**src/design/midpoint_local_threshold_assert.svh**
```systemverilog
// Assertion macros for the midpoint threshold block.
`ifndef MIDPOINT_LOCAL_THRESHOLD_ASSERT_SVH
`define MIDPOINT_LOCAL_THRESHOLD_ASSERT_SVH
`ifndef SYNTHESIS
`define MLT_ASSERT(lbl, ck, rstn, prop, msg) \
	lbl: assert property (@(posedge ck) disable iff (!rstn) prop) \
		else $error(msg);
`define MLT_ASSERT_NEVER(lbl, ck, rstn, cond, msg) \
	lbl: assert property (@(posedge ck) disable iff (!rstn) !(cond)) \
		else $error(msg);
`else
`define MLT_ASSERT(lbl, ck, rstn, prop, msg)
`define MLT_ASSERT_NEVER(lbl, ck, rstn, cond, msg)
`endif
`endif

```
**src/design/mlt_pkg.sv**
```systemverilog
`timescale 1ns / 1ps
package mlt_pkg;
	localparam int MAX_WIDTH  = 1024;
	localparam int MAX_HEIGHT = 1024;
	localparam int MAX_RADIUS = 3;
	localparam int LS_ROWS    = 2 * MAX_RADIUS + 3;
	localparam int WIN        = 2 * MAX_RADIUS + 1;
	localparam int FIFO_DEPTH = 8;
	localparam int CFG_W      = 11;
	localparam int RAD_W      = 2;
	localparam int PIX_W      = 8;
	localparam int COL_W      = $clog2(MAX_WIDTH);
	localparam int CNT_W      = $clog2(MAX_WIDTH + 1);
	localparam int ROW_W      = $clog2(MAX_HEIGHT + 1);
	localparam int SLOT_W     = $clog2(LS_ROWS);
	localparam int WPOS_W     = $clog2(WIN);
	localparam int WCNT_W     = $clog2(WIN + 1);
	localparam int NRD_W      = $clog2(MAX_RADIUS + 2);
	localparam int FCNT_W     = $clog2(FIFO_DEPTH + 1);
	localparam int FPTR_W     = $clog2(FIFO_DEPTH);
	localparam logic [PIX_W-1:0] PIX_WHITE = '1;

	typedef enum logic [1:0] {
		REG_WIDTH  = 2'd0,
		REG_HEIGHT = 2'd1,
		REG_RADIUS = 2'd2
	} cfg_reg_t;

	typedef struct packed {
		logic [PIX_W-1:0] pixel;
		logic             drain;
	} pix_in_t;

	typedef struct packed {
		logic white;
		logic last_of_frame;
	} res_out_t;

	typedef struct packed {
		logic               en;
		logic [SLOT_W-1:0]  slot;
		logic [COL_W-1:0]   col;
		logic [PIX_W-1:0]   data;
	} wr_req_t;

	typedef struct packed {
		logic               valid;
		logic [COL_W-1:0]   col;
		logic [LS_ROWS-1:0] mask;
		logic [SLOT_W-1:0]  cslot;
	} rd_req_t;

	typedef struct packed {
		logic              valid;
		logic [WPOS_W-1:0] pos;
		logic [WCNT_W-1:0] cnt;
		logic              last;
	} tok_t;

	typedef struct packed {
		logic [PIX_W-1:0] mn;
		logic [PIX_W-1:0] mx;
		logic [PIX_W-1:0] ctr;
	} col_agg_t;
endpackage

```
**src/design/mlt_out_fifo.sv**
```systemverilog
`timescale 1ns / 1ps
module mlt_out_fifo import mlt_pkg::*; (
	input  logic     clk,
	input  logic     arst_n,
	input  logic     push,
	input  res_out_t din,
	input  logic     pop,
	output logic     valid,
	output res_out_t dout
);
	res_out_t          mem_q [FIFO_DEPTH];
	logic [FPTR_W-1:0] wr_ptr_q;
	logic [FPTR_W-1:0] rd_ptr_q;
	logic [FCNT_W-1:0] cnt_q;

	always_ff @(posedge clk) begin
		if (push) mem_q[wr_ptr_q] <= din;
	end

	always_ff @(posedge clk or negedge arst_n) begin
		if (!arst_n) begin
			wr_ptr_q <= '0;
			rd_ptr_q <= '0;
			cnt_q    <= '0;
		end else begin
			if (push) begin
				wr_ptr_q <= (wr_ptr_q == FPTR_W'(FIFO_DEPTH - 1)) ? '0 : wr_ptr_q + 1'b1;
			end
			if (pop) begin
				rd_ptr_q <= (rd_ptr_q == FPTR_W'(FIFO_DEPTH - 1)) ? '0 : rd_ptr_q + 1'b1;
			end
			cnt_q <= cnt_q + FCNT_W'(push) - FCNT_W'(pop);
		end
	end

	assign valid = cnt_q != '0;
	assign dout  = mem_q[rd_ptr_q];
endmodule

```
**config.mk**
```make
export PLATFORM = sky130hd
export DESIGN_NAME = mlt_out_fifo
export DESIGN_NICKNAME = d
export VERILOG_FILES = /design/src/design/midpoint_local_threshold_assert.svh /design/src/design/mlt_pkg.sv /design/src/design/mlt_out_fifo.sv
export SDC_FILE = /design/constraint.sdc
export NUM_CORES = 1
export LEC_CHECK = 0
export ABC_AREA = 1
export BUFFER_PORTS_ARGS = -buffer_cell sky130_fd_sc_hd__buf_2
export CORE_ASPECT_RATIO = 1.5
export CORE_MARGIN = 3
export CORE_UTILIZATION = 58
export CTS_BUF_LIST = sky130_fd_sc_hd__clkbuf_4 sky130_fd_sc_hd__clkbuf_8 sky130_fd_sc_hd__clkbuf_16
export DETAILED_ROUTE_END_ITERATION = 10
export GPL_TIMING_DRIVEN = 0
export PLACE_DENSITY = 0.77
export SETUP_SLACK_MARGIN = 0.4
export SYNTH_ARGS = -nofsm -noshare
export SYNTH_HDL_FRONTEND = slang
export SYNTH_SLANG_ARGS = --single-unit
export TNS_END_PERCENT = 30
```
**constraint.sdc**
```tcl
create_clock -name clk -period 1.73 [get_ports clk]
set_input_delay 0.346 -clock clk [delete_from_list [all_inputs] [get_ports clk]]
set_output_delay 0.346 -clock clk [all_outputs]
set_load 0.01 [all_outputs]
```
==> results.py, run 1 <==
metrics = {
    "outcome": {
        "status": "finished clean",
    },
    "pwr": {
        "finalPower_mw": 2.13,
        "irDropWorstVdd_mv": 0.856,
        "p_leak_nw": 0.699,
        "power_density_mw_per_mm2": 1450,
    },
    "critical_path": {
        "crit_chain": "buf_6 > inv_8 > nand2_1 > nand3_1 > nand2_1 > nand2_1 > nand2_1 > buf_2",
        "critPathRequiredTime_ps": 1380,
        "cp_common_cell": "nand2_1",
        "crit_arrival_ps": 1360,
        "path_max_fanout": 10,
        "path_class": "register to primary output",
        "cp-end-kind": "primary output",
        "slowest_delay_ps": 410,
        "slowest_stage": "dfrtp_1",
        "startpoint_type": "register",
        "cp_num_buf_inv": 3,
        "critPathTopFamily": "flip-flops",
    },
    "logic_synthesis": {
        "synthXorXnorAreaFrac_pct": 1.36,
        "synth_top_area_share_pct": 37.4,
        "netlist_instances": 134,
        "synth_top_area_cell": "edfxtp_1",
        "synth_simple_gate_area_share_pct": 18.4,
        "synth_fp_nets": 150,
        "synthMuxAreaShare_pct": 0,
        "ys.warnings.count": 0,
        "ys_top_cells_by_area": "edfxtp_1 (37%), dfrtp_1 (19%), nand2_1 (9.6%)",
        "synth_cell_types": 16,
        "avgSynthCellArea_um2": 9.59,
        "yosysSeqAreaShare_pct": 56.9,
        "synth-compound-area-share_pct": 2.73,
        "synthesis.area_mm2": 0.00128,
        "ys_ff_latch": 26,
        "synthAdderAreaFrac_pct": 10.3,
        "synth_top_family_by_area": "simple AND/OR/NAND/NOR gates",
    },
    "clock_tree": {
        "cts_buffers": 3,
        "clockBufferDepth": 2,
        "post-cts-setup-buffers": 0,
        "cts_tree": "yes",
        "clkTransAtPathRegs_ps": 120,
        "clockRootBuffer": "clkbuf_4",
        "cts_max_level": 1,
        "clk_latency_ps": 310,
        "clock-sinks": 26,
    },
    "layout": {
        "mostFrequentLayoutCells": "nand2_1 (33), inv_1 (24), edfxtp_1 (16), nand3_1 (12), dfrtp_1 (10)",
        "final_common_cell": "nand2_1",
        "antennaDiodeCount": 0,
        "drive_gt1_share_pct": 20.4,
        "area_delta_synth_final_pct": 14.4,
        "fin_nets": 164,
        "fillers": 164,
        "finish.utilization_pct": 70.8,
    },
    "grt": {
        "grt_usage_pct": 16.0,
        "grt-ovfl-total": 0,
        "grt_max_degree": 15,
        "grt_pass1_wl_mm": 3.26,
        "grt_pass1_vias": 852,
        "antenna_found_initial": 0,
    },
    "floorplan": {
        "ios": 9,
        "core_mm2": 0.00208,
        "die_w_um": 44.4,
        "row_count": 20,
        "start_util_pct": 61.9,
        "fp.dieH_um": 63.6,
        "fp.dieArea_mm2": 0.00283,
    },
    "routing": {
        "ant_nets": 0,
        "drt_iter0_drc": 13,
        "drtPass1Iterations": 4,
        "route.detailed.drc": 0,
        "vias": 862,
        "via_per_inst": 5.10,
        "wl_per_cell_um": 11.4,
        "wl_mm": 1.94,
    },
    "placed_design": {
        "dp_hpwl_mm": 1.52,
        "port_buffers": 8,
        "routabilityCongestion": 0.793,
    },
    "timing": {
        "clock_skew_ps": 2.65,
        "setup_tns_ps": 0,
        "relSlewSlack_pct": 84.3,
        "hold_viol_final": 0,
        "tightest_slew_ps": 235,
        "slew_viol_final": 0,
        "max_freq_mhz": 587,
        "fin_crit_sh_pct": 98.5,
        "period_needed_ps": 1700,
        "finalSetupViolCount": 0,
        "rsz0062_at_grt": "true",
    },
    "worst_hold_path": {
        "min-delay-path-class": "primary input to register",
    },
    "job": {
        "cap_viol_max_count": 0,
    },
}
-- cell usage after synthesis, drive strengths merged --
library cell / instances
edfxtp: 16
xor2: 2
nand2: 35
dfrtp: 10
nand3: 14
nor2: 8
inv: 31
a21oi: 1
ha: 9
o21ai: 6
buf: 1
fa: 1
-- per-stage QoR --
step / cell area [um2] / cells / setup WS [ps] / hold WS (ps)
after floorplan: 1290 / 134 / 346 / 50.4
after global routing: 1470 / 169 / -65.3 / 303
after global placement: 1360 / 164 / 158 / 213
final: 1470 / 169 / 26.8 / 308
after CTS: 1400 / 169 / 8.68 / 272
after detailed placement: 1360 / 164 / 126 / 218
-- cell families (layout without fill, tap and decap cells) --
group                      after synthesis  in the layout
AOI/OAI and AO/OA                        7              7
xor gates and xnor gates                 2              2
adders and majority gates               10             10
buffers and inverters                   32             45
DFF                                     26             26
and+or+nand+nor                         57             57
-- power by group --
part,total (mW),internal [mW],switching (mW)
Combinational,0.948,0.406,0.542
Clock,0.265,0.106,0.159
Sequential,0.915,0.817,0.0976
-- layout make-up --
class                      instances  area [um2]  share of cell area (%)
multi-input combinational         76         488                    33.2
tap                               22        27.5                    1.87
buffer                             1        11.3                   0.766
inverter                          31         126                    8.60
timing repair buffer               9        56.3                    3.83
sequential                        26         731                    49.7
clock buffer                       4        30.0                    2.04
-- registers in the layout, summed over array words and instances, names as in the netlist --
| register | count |
|---|---|
| wr_ptr_q | 3 |
| mem_q | 16 |
| cnt_q | 4 |
| rd_ptr_q | 3 |
-- timing repair --
item / in CTS / in global routing
endpoints found under the setup margin: 5 / 6
gates resized for setup: 1 / 15
endpoints found under the hold margin: 10 / 0
pin swaps: 0 / 6
hold buffers: 1 / 0
cloned: 0 / 0
-- per-layer routing --
metal	vias to the layer above	part of all wire [%]	track usage [%]
met2	14	55	29.6
met5	-	0	0
li1	445	-	-
met4	0	4.3	11.3
met3	9	1.8	1.71
met1	394	39	15.0
-- path summary, 6_finish.rpt --
kind,startpoint,end,slack [ps],cells past startpoint
worst max-delay path,rd_ptr_q[0],dout[0],30,8
worst min-delay path,din[0],mem_q[2][0],310,1
worst max register to register,cnt_q[0],cnt_q[2],290,6
worst min register to register,wr_ptr_q[2],wr_ptr_q[2],620,2
max in group asynchronous,arst_n,rd_ptr_q[2],1140,2
min in group asynchronous,arst_n,wr_ptr_q[1],400,2
(Power assumes the default switching activity.)
==> run 2: changes to the inputs <==
==> constraint.sdc (replaced) <==
create_clock -name clk -period 1.73 [get_ports clk]
set_input_delay 0.173 -clock clk [delete_from_list [all_inputs] [get_ports clk]]
set_output_delay 0.173 -clock clk [all_outputs]
set_load 0.005 [all_outputs]
==> results.py, run 2 (same netlist as run 1, synthesis figures left out) <==
metrics = {
    "routing": {
        "ant_nets": 0,
        "vias": 859,
        "drtPass1Iterations": 4,
        "drt_iter0_drc": 11,
        "wl_per_cell_um": 11.0,
        "route.detailed.drc": 0,
        "wl_mm": 1.86,
        "via_per_inst": 5.08,
    },
    "clock_tree": {
        "post-cts-setup-buffers": 0,
        "cts_buffers": 3,
        "clockRootBuffer": "clkbuf_4",
        "cts_max_level": 1,
        "clock-sinks": 26,
        "clk_latency_ps": 310,
        "clkTransAtPathRegs_ps": 120,
        "cts_tree": "yes",
        "clockBufferDepth": 2,
    },
    "grt": {
        "grt_pass1_vias": 852,
        "grt_pass1_wl_mm": 3.26,
        "antenna_found_initial": 0,
        "grt-ovfl-total": 0,
        "grt_max_degree": 15,
        "grt_usage_pct": 16.0,
    },
    "placed_design": {
        "routabilityCongestion": 0.793,
        "port_buffers": 8,
        "dp_slack_ps": 280,
        "dp_hpwl_mm": 1.52,
    },
    "critical_path": {
        "path_class": "register to primary output",
        "crit_chain": "buf_6 > inv_8 > nand2_1 > nand3_1 > nand2_1 > nand2_1 > nand2_1 > buf_2",
        "reg2reg_depth": 5,
        "cp_num_buf_inv": 3,
        "slowest_stage": "dfrtp_1",
        "slowest_delay_ps": 410,
        "startpoint_type": "register",
        "critPathRequiredTime_ps": 1560,
        "path_max_fanout": 10,
        "cp_common_cell": "nand2_1",
        "cp-end-kind": "primary output",
        "crit_arrival_ps": 1340,
        "cp_num_cells": 8,
        "critPathTopFamily": "flip-flops",
    },
    "timing": {
        "layout_setup_ws_ps": 212,
        "max_freq_mhz": 659,
        "relSlewSlack_pct": 84.3,
        "hold_viol_final": 0,
        "clock_skew_ps": 2.04,
        "slew_viol_final": 0,
        "setup_tns_ps": 0,
        "period_needed_ps": 1520,
        "rsz0062_at_grt": "true",
        "fin_crit_sh_pct": 87.7,
        "finalSetupViolCount": 0,
        "tightest_slew_ps": 236,
    },
    "layout": {
        "top_register": "mem_q",
        "drive_gt1_share_pct": 12.9,
        "fillers": 172,
        "antennaDiodeCount": 0,
        "fin_nets": 164,
        "area_delta_synth_final_pct": 8.96,
        "final_common_cell": "nand2_1",
        "largest_reg_flops": 16,
        "multiInputGateArea_um2": 427,
        "mostFrequentLayoutCells": "nand2_1 (33), inv_1 (29), edfxtp_1 (16), nand3_1 (14), dfrtp_1 (10)",
        "seqCellArea_um2": 731,
        "largestRegisters": "mem_q x16, cnt_q x4",
    },
    "floorplan": {
        "fp.dieArea_mm2": 0.00283,
        "die_w_um": 44.4,
        "fp.dieH_um": 63.6,
        "start_util_pct": 61.9,
        "row_count": 20,
        "ios": 9,
        "core_mm2": 0.00208,
    },
    "outcome": {
        "status": "finished clean",
    },
    "pwr": {
        "irDropWorstVdd_mv": 0.801,
        "power_density_mw_per_mm2": 1400,
        "finalPower_mw": 1.96,
        "p_leak_nw": 0.696,
    },
    "worst_hold_path": {
        "min-delay-path-class": "primary input to register",
        "worstHoldPathCells": 2,
    },
    "job": {
        "cap_viol_max_count": 0,
    },
}
-- run 2: cell count changes in the layout (fill, tap and decap cells not counted) --
cell,previous run,this run
inv_1,24,29
nand3_1,12,14
ha_4,4,0
ha_2,0,1
a21oi_1,0,1
buf_6,2,1
inv_2,5,1
nand3_2,2,0
a21oi_2,1,0
ha_1,5,8
buf_2,7,8
inv_4,1,0
-- run 2: worst paths after layout --
path,from,slack (ps),endpoint
min in group asynchronous,arst_n,230,wr_ptr_q[1]
hold reg to reg,wr_ptr_q[2],620,wr_ptr_q[2]
max in group asynchronous,arst_n,1320,rd_ptr_q[2]
setup / recovery,rd_ptr_q[0],210,dout[0]
hold / removal,pop,110,rd_ptr_q[1]
setup reg to reg,cnt_q[0],280,cnt_q[1]
-- run 2: timing repair --
item	4_1_cts	5_1_grt
resized for setup	1	0
hold buffers	1	0
endpoints found under the hold margin	10	0
setup endpoints to repair	4	6
-- run 2: stage by stage --
stage	cell area [um2]	hold slack, ps	utilization, %	instances
3_5_place_dp	1360	45.1	65.4	164
6_report	1400	106	67.4	169
2_1_floorplan	1290	-123	-	134
5_1_grt	1400	117	67.4	169
3_3_place_gp	1360	39.7	65.4	164
4_1_cts	1400	99.2	67.4	169
-- run 2: worst register-to-register path, cell delays in order (launching register included) --
cell and delay [ps]:
dfrtp_1 380, inv_1 70, ha_1 220, inv_1 60
ha_2 180, fa_2 430
-- run 2: metal layers --
| metal | share of wire, % | GRT usage, % | wire length (um) | up-vias |
|---|---|---|---|---|
| li1 | - | - | - | 445 |
| met1 | 39 | 15.0 | 724 | 391 |
| met4 | 4.5 | 11.3 | 83 | 0 |
| met2 | 55 | 29.6 | 1020 | 14 |
| met3 | 1.8 | 1.71 | 34 | 9 |
| met5 | 0 | 0 | 0 | - |
-- run 2: power breakdown --
part,switching [mW],internal [mW]
logic,0.456,0.327
registers,0.0919,0.817
clock network,0.158,0.106
-- run 2: layout make-up --
type	instances	share of cell area [%]
buffer	1	0.804
multi-input combinational	76	30.5
timing repair buffer	9	3.57
tap	22	1.97
sequential	26	52.2
inverter	31	8.85
clock buffer	4	2.14
