[config.mk]
export PLATFORM = sky130hd
export DESIGN_NAME = mlt_window
export DESIGN_NICKNAME = d
export VERILOG_FILES = /design/src/design/midpoint_local_threshold_assert.svh /design/src/design/mlt_pkg.sv /design/src/design/mlt_window.sv
export SDC_FILE = /design/constraint.sdc
export NUM_CORES = 1
export LEC_CHECK = 0
export ABC_AREA = 1
export BUFFER_PORTS_ARGS = -buffer_cell sky130_fd_sc_hd__buf_2
export CAP_MARGIN = 20
export CORE_ASPECT_RATIO = 1.75
export CORE_MARGIN = 5
export CORE_UTILIZATION = 40
export CTS_BUF_LIST = sky130_fd_sc_hd__clkbuf_8
export DETAILED_ROUTE_END_ITERATION = 8
export PLACE_DENSITY_LB_ADDON = 0.05
export SETUP_SLACK_MARGIN = 0.02
export SYNTH_ARGS = -nofsm -noshare
export SYNTH_HDL_FRONTEND = slang
export SYNTH_SLANG_ARGS = --single-unit
export TNS_END_PERCENT = 5
[constraint.sdc]
create_clock -name clk -period 19 [get_ports clk]
set_clock_uncertainty 0.1 [all_clocks]
set_input_delay 0.95 -clock clk [delete_from_list [all_inputs] [get_ports clk]]
set_output_delay 0.95 -clock clk [all_outputs]
set_load 0.01 [all_outputs]
[src/design/midpoint_local_threshold_assert.svh]
// Assertion macros for the midpoint threshold block.
`ifndef MIDPOINT_LOCAL_THRESHOLD_ASSERT_SVH
`define MIDPOINT_LOCAL_THRESHOLD_ASSERT_SVH
`ifndef SYNTHESIS
`define MLT_ASSERT(lbl, ck, rstn, prop, msg) \
	lbl: assert property (@(posedge ck) disable iff (!rstn) prop) \
		else $error(msg);
`define MLT_ASSERT_NEVER(lbl, ck, rstn, cond, msg) \
	lbl: assert property (@(posedge ck) disable iff (!rstn) !(cond)) \
		else $error(msg);
`else
`define MLT_ASSERT(lbl, ck, rstn, prop, msg)
`define MLT_ASSERT_NEVER(lbl, ck, rstn, cond, msg)
`endif
`endif

[src/design/mlt_pkg.sv]
`timescale 1ns / 1ps
package mlt_pkg;
	localparam int MAX_WIDTH  = 1024;
	localparam int MAX_HEIGHT = 1024;
	localparam int MAX_RADIUS = 3;
	localparam int LS_ROWS    = 2 * MAX_RADIUS + 3;
	localparam int WIN        = 2 * MAX_RADIUS + 1;
	localparam int FIFO_DEPTH = 8;
	localparam int CFG_W      = 11;
	localparam int RAD_W      = 2;
	localparam int PIX_W      = 8;
	localparam int COL_W      = $clog2(MAX_WIDTH);
	localparam int CNT_W      = $clog2(MAX_WIDTH + 1);
	localparam int ROW_W      = $clog2(MAX_HEIGHT + 1);
	localparam int SLOT_W     = $clog2(LS_ROWS);
	localparam int WPOS_W     = $clog2(WIN);
	localparam int WCNT_W     = $clog2(WIN + 1);
	localparam int NRD_W      = $clog2(MAX_RADIUS + 2);
	localparam int FCNT_W     = $clog2(FIFO_DEPTH + 1);
	localparam int FPTR_W     = $clog2(FIFO_DEPTH);
	localparam logic [PIX_W-1:0] PIX_WHITE = '1;

	typedef enum logic [1:0] {
		REG_WIDTH  = 2'd0,
		REG_HEIGHT = 2'd1,
		REG_RADIUS = 2'd2
	} cfg_reg_t;

	typedef struct packed {
		logic [PIX_W-1:0] pixel;
		logic             drain;
	} pix_in_t;

	typedef struct packed {
		logic white;
		logic last_of_frame;
	} res_out_t;

	typedef struct packed {
		logic               en;
		logic [SLOT_W-1:0]  slot;
		logic [COL_W-1:0]   col;
		logic [PIX_W-1:0]   data;
	} wr_req_t;

	typedef struct packed {
		logic               valid;
		logic [COL_W-1:0]   col;
		logic [LS_ROWS-1:0] mask;
		logic [SLOT_W-1:0]  cslot;
	} rd_req_t;

	typedef struct packed {
		logic              valid;
		logic [WPOS_W-1:0] pos;
		logic [WCNT_W-1:0] cnt;
		logic              last;
	} tok_t;

	typedef struct packed {
		logic [PIX_W-1:0] mn;
		logic [PIX_W-1:0] mx;
		logic [PIX_W-1:0] ctr;
	} col_agg_t;
endpackage

[src/design/mlt_window.sv]
`timescale 1ns / 1ps
module mlt_window import mlt_pkg::*; (
	input  logic                          clk,
	input  logic                          arst_n,
	input  rd_req_t                       rd,
	input  wr_req_t                       wr,
	input  logic [LS_ROWS-1:0][PIX_W-1:0] rdata,
	input  tok_t                          tok,
	output logic                          res_valid,
	output res_out_t                      res
);
	rd_req_t  rd_s2;
	wr_req_t  wr_s2;
	tok_t     tok_s2;
	tok_t     tok_s3;
	col_agg_t col_agg;
	col_agg_t win_q [WIN];
	logic [PIX_W-1:0] win_mn;
	logic [PIX_W-1:0] win_mx;
	logic [PIX_W:0]   mid_sum;

	always_ff @(posedge clk or negedge arst_n) begin
		if (!arst_n) begin
			rd_s2  <= '0;
			wr_s2  <= '0;
			tok_s2 <= '0;
			tok_s3 <= '0;
		end else begin
			rd_s2  <= rd;
			wr_s2  <= wr;
			tok_s2 <= tok;
			tok_s3 <= tok_s2;
		end
	end

	// merge the row written in the same cycle as the read
	always_comb begin
		logic [PIX_W-1:0] v;
		col_agg.mn  = PIX_WHITE;
		col_agg.mx  = '0;
		col_agg.ctr = '0;
		for (int j = 0; j < LS_ROWS; j++) begin
			v = rdata[j];
			if (wr_s2.en && (wr_s2.slot == SLOT_W'(j)) && (wr_s2.col == rd_s2.col)) begin
				v = wr_s2.data;
			end
			if (rd_s2.mask[j]) begin
				if (v < col_agg.mn) col_agg.mn = v;
				if (v > col_agg.mx) col_agg.mx = v;
			end
			if (rd_s2.cslot == SLOT_W'(j)) col_agg.ctr = v;
		end
	end

	always_ff @(posedge clk) begin
		if (rd_s2.valid) begin
			win_q[0] <= col_agg;
			for (int k = 1; k < WIN; k++) begin
				win_q[k] <= win_q[k-1];
			end
		end
	end

	always_comb begin
		win_mn = PIX_WHITE;
		win_mx = '0;
		for (int k = 0; k < WIN; k++) begin
			if (WCNT_W'(k) < tok_s3.cnt) begin
				if (win_q[k].mn < win_mn) win_mn = win_q[k].mn;
				if (win_q[k].mx > win_mx) win_mx = win_q[k].mx;
			end
		end
	end

	assign mid_sum           = {1'b0, win_mx} + {1'b0, win_mn};
	assign res_valid         = tok_s3.valid;
	assign res.white         = win_q[tok_s3.pos].ctr > mid_sum[PIX_W:1];
	assign res.last_of_frame = tok_s3.last;
endmodule

==> flow_summary_export.csv, run 1 <==
group,metric,value,unit
sta,worst_slew_pin_slew,1033,ps
critical_path,r2r_cells,58,
detailed_routing,wirelength,53.38,mm
critical_path,cp-end-kind,"flop",
floorplanning,fp-row-count,99,
worst_hold_path,worstHoldEndpoint,"tok_s3[5]",
critical_path,cp_data_arrival_time,15880,ps
logic_synthesis,synth_top_area_frac,0.2994,
worst_hold_path,hold_start,"tok_s2[5]",
detailed_routing,num_vias,14600,
logic_synthesis,synth_seq_cells,231,
floorplanning,start_util,0.4037,
detailed_routing,via_per_inst,5.180,
clock_network,cts_buffers,40,
floorplanning,io_pins,132,
critical_path,critical_path.max_fanout,15,
place,dp.cells,2744,
final_layout,area_growth,12.89,%
power_and_ir_drop,p_leak,9.318,nW
clock_network,cts_root_buf,"clkbuf_8",
clock_network,post_cts_buffers,0,
detailed_routing,ant_nets,0,
critical_path,r2r_end,"win_q[0][23]",
logic_synthesis,synth_cell_types,62,
clock_network,hold_buffers,0,
clock_network,clkSinkCount,231,
sta,maxSlewHeadroom,0.3043,
clock_network,clkLatencyLatePin,570,ps
clock_network,cts_tree,"done",
critical_path,path_class,"reg -> reg",
sta,grt_setup_unrepaired,"false",
sta,setup_tns,0,ps
floorplanning,die_area,0.04650,mm2
final_layout,layout-drive-gt1-share,0.1277,
critical_path,slowest_delay,760,ps
detailed_routing,drc,0,
critical_path,cp-start-kind,"flop",
power_and_ir_drop,power_density,150.5,mW/mm2
power_and_ir_drop,max-vdd-ir-drop,0.2020,mV
detailed_routing,met3WireLength,2.004,mm
critical_path,reg2reg_from,"rd_s2[13]",
logic_synthesis,ys.warnings.count,0,
flow_run,maxCapViolCount,0,
place,dpl.hpwl,42.96,mm
grt,antenna_found_initial,2,
sta,whs,248.6,ps
floorplanning,die_w,165.2,um
clock_network,cts-htree-levels,2,
sta,slew_violations,0,
worst_hold_path,min-delay-path-class,"reg -> reg",
worst_hold_path,hold_depth,0,
critical_path,critPathSlowestCell,"o21ai_0",
logic_synthesis,synth_ff_type,"edfxtp_1",
final_layout,multi_input_area,0.009158,mm2
critical_path,r2r_slack,3340,ps
logic_synthesis,yosysMostFrequentCell,"nand2_1",
clock_network,clockBufferDepth,3,
grt,grt_overflow,0,
grt,grt_start_max_net_pins,70,
logic_synthesis,synth-edff-count,168,
sta,post-route-min-period,15660,ps
final_layout,final-seq-area,0.006625,mm2
floorplanning,fp.dieH,281.5,um
sta,hold_violations,0,
sta,finalCritPeriodShare,0.8243,
detailed_routing,wl_met2,29.61,mm
final_layout,layout.nets,2576,
grt,grt_util_all_layers,0.2292,
clock_network,cts_resized,0,
detailed_routing,top_layer_used,"met4",
final_layout,nFillCells,4258,
logic_synthesis,avgSynthCellArea,8.161,um2
logic_synthesis,syn_nets,2410,
logic_synthesis,yosys.area.top_type,"edfxtp_1",
logic_synthesis,synthTopCellsByArea,"edfxtp_1 30%, ha_1 16%, nand2_1 13%, dfrtp_1 9.4%, o21ai_0 6.9%",
detailed_routing,wl_per_cell,18.94,um
logic_synthesis,synth_area,0.01685,mm2
logic_synthesis,ys_top_cells_by_count,"564 x nand2_1, 232 x o21ai_0, 215 x ha_1",
status,status,"finished clean",
detailed_routing,drt_pass1_iterations,5,
final_layout,final-instance-count-excl-fill,2819,
logic_synthesis,synth_cells,2065,
clock_network,clk_transition_reported_paths,60,ps
grt,grt_first_pass_wirelength,81.13,mm
critical_path,required,19220,ps
detailed_routing,wl_met1,18.09,mm
floorplanning,core,0.04174,mm2
place,io_buffers,131,
sta,clock.fmax,0.06385,GHz
place,gp_congestion,0.9959,
logic_synthesis,synth-async-reset-ratio,0.2727,
detailed_routing,drt_iter0_drc,748,
logic_synthesis,seq_area_frac_synth,0.3929,
sta,finalSetupViolCount,0,
grt,first_global_vias,14820,
-- cells by family after synthesis --
| kind of cell | Yosys count | synth area share |
|---|---|---|
| buffers and inverters | 261 | 0.06370 |
| xor gates and xnor gates | 9 | 0.004678 |
| AOI/OAI and AO/OA | 469 | 0.1559 |
| adders and majority gates | 216 | 0.1608 |
| DFF | 231 | 0.3929 |
| muxes | 6 | 0.003564 |
| and+or+nand+nor | 873 | 0.2184 |
-- power by group --
part | internal [mW] | total (mW) | switching (mW)
Combinational | 0.661 | 1.76 | 1.10
Clock | 0.225 | 0.444 | 0.219
Sequential | 0.618 | 0.655 | 0.0368
-- routing by layer --
layer,global-route usage,up-vias
li1,-,7442
met1,0.2177,6620
met2,0.4546,381
met3,0.02750,160
met4,0.1377,0
met5,0,-
-- stage by stage --
stage / setup WS [ps] / util / total power [mW] / instance area, um2
floorplan: 6780 / - / 1.946 / 16850
global placement: 3668 / 0.4371 / 2.390 / 18250
detailed placement: 3605 / 0.4371 / 2.427 / 18250
CTS: 3554 / 0.4557 / 2.892 / 19020
global route: 1639 / 0.4557 / 3.185 / 19020
finish: 3338 / 0.4557 / 2.862 / 19020
-- worst max path at each step --
stage	endpoint	startpoint	depth (start not counted)	slack (ps)
floorplan	win_q[0][18]	wr_s2[21]	66	6780
global placement	win_q[0][17]	rd_s2[13]	58	3670
detailed placement	win_q[0][17]	rd_s2[13]	58	3600
CTS	win_q[0][19]	rd_s2[13]	58	3550
global route	win_q[0][19]	rd_s2[14]	60	1640
finish	win_q[0][23]	rd_s2[13]	58	3340
-- layout make-up --
| type | count | share of cell area |
|---|---|---|
| Clock inverter | 32 | 0.01039 |
| Clock buffer | 42 | 0.03038 |
| Sequential cell | 231 | 0.3482 |
| Tap cell | 555 | 0.03650 |
| Multi-Input combinational cell | 1573 | 0.4814 |
| Antenna cell | 1 | 0.0001315 |
| Inverter | 216 | 0.04341 |
| Timing Repair Buffer | 169 | 0.04959 |
-- cells in the final DEF (no fill, tap or decap), drive strengths merged, types with 4 or more instances in the layout --
cell type  Yosys  layout
mux2i          6       6
a2111oi        9       9
nor3          13      13
clkinv         1       9
a211oi        10      10
nand4         19      19
a21oi        144     144
o21bai         4       4
ha           215     215
o21ai        250     250
nand2        597     597
o22ai          8       8
nor2         145     145
dfrtp         63      63
a41oi          7       7
edfxtp       168     168
inv          214     236
o211a          5       5
nand3         90      90
xnor2          6       6
buf           12     169
clkbuf        33      42
o211ai         9       9
-- flip-flops by register name (all words and copies together) (netlist names) --
register   flops
tok_s2         8
wr_s2         23
win_q        168
rd_s2         24
res            1
res_valid      1
tok_s3         6
-- critical path, delay by kind of cell (launching register included) --
family / cells / cell delay (ps)
AO/OA/AOI/OAI: 22 / 7880
adder cells (fa/ha/maj): 8 / 2550
AND/OR/NAND/NOR: 24 / 4150
buffers and inverters: 4 / 340
flip-flops: 1 / 380
Note: power is estimated with default switching activity, not from simulation.
==> run 2: changes to the inputs <==
- clock period: 19 -> 12.55 ns (I/O delays scaled with it)
==> flow_summary_export.csv, run 2 (synthesized netlist as in run 1, its figures left out) <==
group,metric,value,unit
status,status,"finished clean",
power_and_ir_drop,p_leak,10.07,nW
clock_network,clkLatencyLatePin,560,ps
sta,setup_tns,0,ps
clock_network,clkSinkCount,231,
sta,post-route-min-period,12040,ps
sta,worst_slew_pin_slew,1143,ps
critical_path,critPathSlowestCell,"dfrtp_1",
critical_path,cp_common_cell,"buf_4",
grt,first_global_vias,15430,
grt,grt_overflow,0,
critical_path,cp-start-kind,"flop",
worst_hold_path,min-delay-path-class,"in -> reg",
detailed_routing,wl_per_cell,18.27,um
critical_path,reg2reg_from,"wr_s2[21]",
detailed_routing,wirelength,54.01,mm
detailed_routing,drc,0,
floorplanning,fp.dieH,281.5,um
clock_network,cts_tree,"done",
place,io_buffers,131,
critical_path,r2r_cells,74,
critical_path,cp-end-kind,"output port",
detailed_routing,via_per_inst,5.189,
floorplanning,core,0.04174,mm2
grt,antenna_found_initial,1,
sta,clock.fmax,0.08309,GHz
grt,grt_first_pass_wirelength,80.81,mm
worst_hold_path,hold_start,"rd[2]",
final_layout,largest-register,"win_q",
critical_path,cp_data_arrival_time,11310,ps
final_layout,largest_register_ff_count,168,
final_layout,final_cell_mix,"540 x nand2_1, 208 x inv_1, 204 x ha_1",
power_and_ir_drop,total_power,5.465,mW
final_layout,reg_top3,"win_q x168, rd_s2 x24, wr_s2 x23",
final_layout,final_common_cell,"nand2_1",
final_layout,fin_util,0.4996,
critical_path,required,11820,ps
clock_network,clockBufferDepth,3,
critical_path,path_class,"reg -> out",
critical_path,r2r_end,"win_q[0][14]",
sta,maxSlewHeadroom,0.2321,
final_layout,final-instance-count-excl-fill,2957,
clock_network,cts_buffers,38,
power_and_ir_drop,power_density,262.0,mW/mm2
critical_path,critical_path.max_fanout,8,
power_and_ir_drop,max-vdd-ir-drop,0.4096,mV
floorplanning,die_w,165.2,um
flow_run,maxCapViolCount,0,
final_layout,layout.nets,2717,
clock_network,cts-htree-levels,2,
final_layout,area_growth,23.74,%
sta,finalCritPeriodShare,0.9590,
grt,grt_util_all_layers,0.2265,
detailed_routing,drt_pass1_iterations,6,
detailed_routing,ant_nets,0,
place,dp.cells,2855,
critical_path,slowest_delay,410,ps
detailed_routing,drt_iter0_drc,800,
sta,hold_violations,0,
floorplanning,io_pins,132,
place,gp_congestion,0.9870,
grt,grt_start_max_net_pins,75,
floorplanning,die_area,0.04650,mm2
floorplanning,fp-row-count,99,
floorplanning,start_util,0.4037,
clock_network,cts_root_buf,"clkbuf_8",
sta,slew_violations,0,
place,dpl.hpwl,42.51,mm
sta,grt_setup_unrepaired,"true",
sta,finalSetupViolCount,0,
worst_hold_path,worstHoldEndpoint,"rd_s2[2]",
critical_path,r2r_slack,780,ps
final_layout,layout-drive-gt1-share,0.2357,
worst_hold_path,hold_depth,1,
detailed_routing,num_vias,15340,
clock_network,clk_transition_reported_paths,70,ps
==> run 2: worst max-delay path: cells and delay by family, from the launching register on <==
family	cells	cell delay, ps
compound gates	26	4050
fa+ha+maj	8	2020
buf+inv	16	2280
flops	1	410
mux	1	260
simple gates	22	1770
==> run 2: worst max-delay path by stage <==
stage                         endpoint  slack, ps       from  cells after the start
after global placement    win_q[0][17]       -340  wr_s2[21]                     63
after detailed placement  win_q[0][16]       -640  wr_s2[19]                     61
final                           res[1]        510  tok_s3[2]                     73
after floorplan           win_q[0][18]        330  wr_s2[21]                     66
after CTS                       res[1]        -30  tok_s3[3]                     63
after global routing            res[1]       -220  tok_s3[2]                     73
==> run 2: final cells by class <==
cell class                 instances  area (um2)
fill                            4100       20890
multi-input combinational       1576        9901
sequential                       231        6625
timing repair buffer             309        2028
inverter                         216       830.8
tap                              555       694.4
clock buffer                      45       619.3
clock inverter                    24       152.6
antenna                            1       2.502
==> run 2: where the power goes <==
| part | internal (mW) | leakage, nW | switching [mW] | total (mW) |
|---|---|---|---|---|
| Sequential | 0.936 | 2.38 | 0.0583 | 0.994 |
| Combinational | 1.75 | 7.27 | 2.05 | 3.80 |
| Clock | 0.352 | 0.424 | 0.321 | 0.673 |
==> run 2: per-layer routing <==
| layer | share of wire | GRT usage | up-vias |
|---|---|---|---|
| met5 | 0 | 0 | - |
| met4 | 0.061 | 0.1244 | 0 |
| met3 | 0.035 | 0.02706 | 160 |
| met2 | 0.56 | 0.4492 | 397 |
| met1 | 0.35 | 0.2202 | 7049 |
| li1 | - | - | 7738 |
==> run 2: repair_timing <==
action | 4_1_cts | 5_1_grt
setup buffers | 9 | 19
hold buffers | 0 | 0
gates cloned | 1 | 3
setup endpoints to repair | 9 | 17
pin swaps | 9 | 77
resized for setup | 36 | 232
==> run 2: through the flow <==
step	hold WS, ps	instance area (um2)	setup slack, ps
after detailed placement	235.8	19080	-638.0
after floorplan	231.2	16850	329.8
after global placement	231.8	19080	-339.5
after global routing	35.60	20850	-224.6
final	72.29	20850	514.7
after CTS	25.91	20020	-32.29
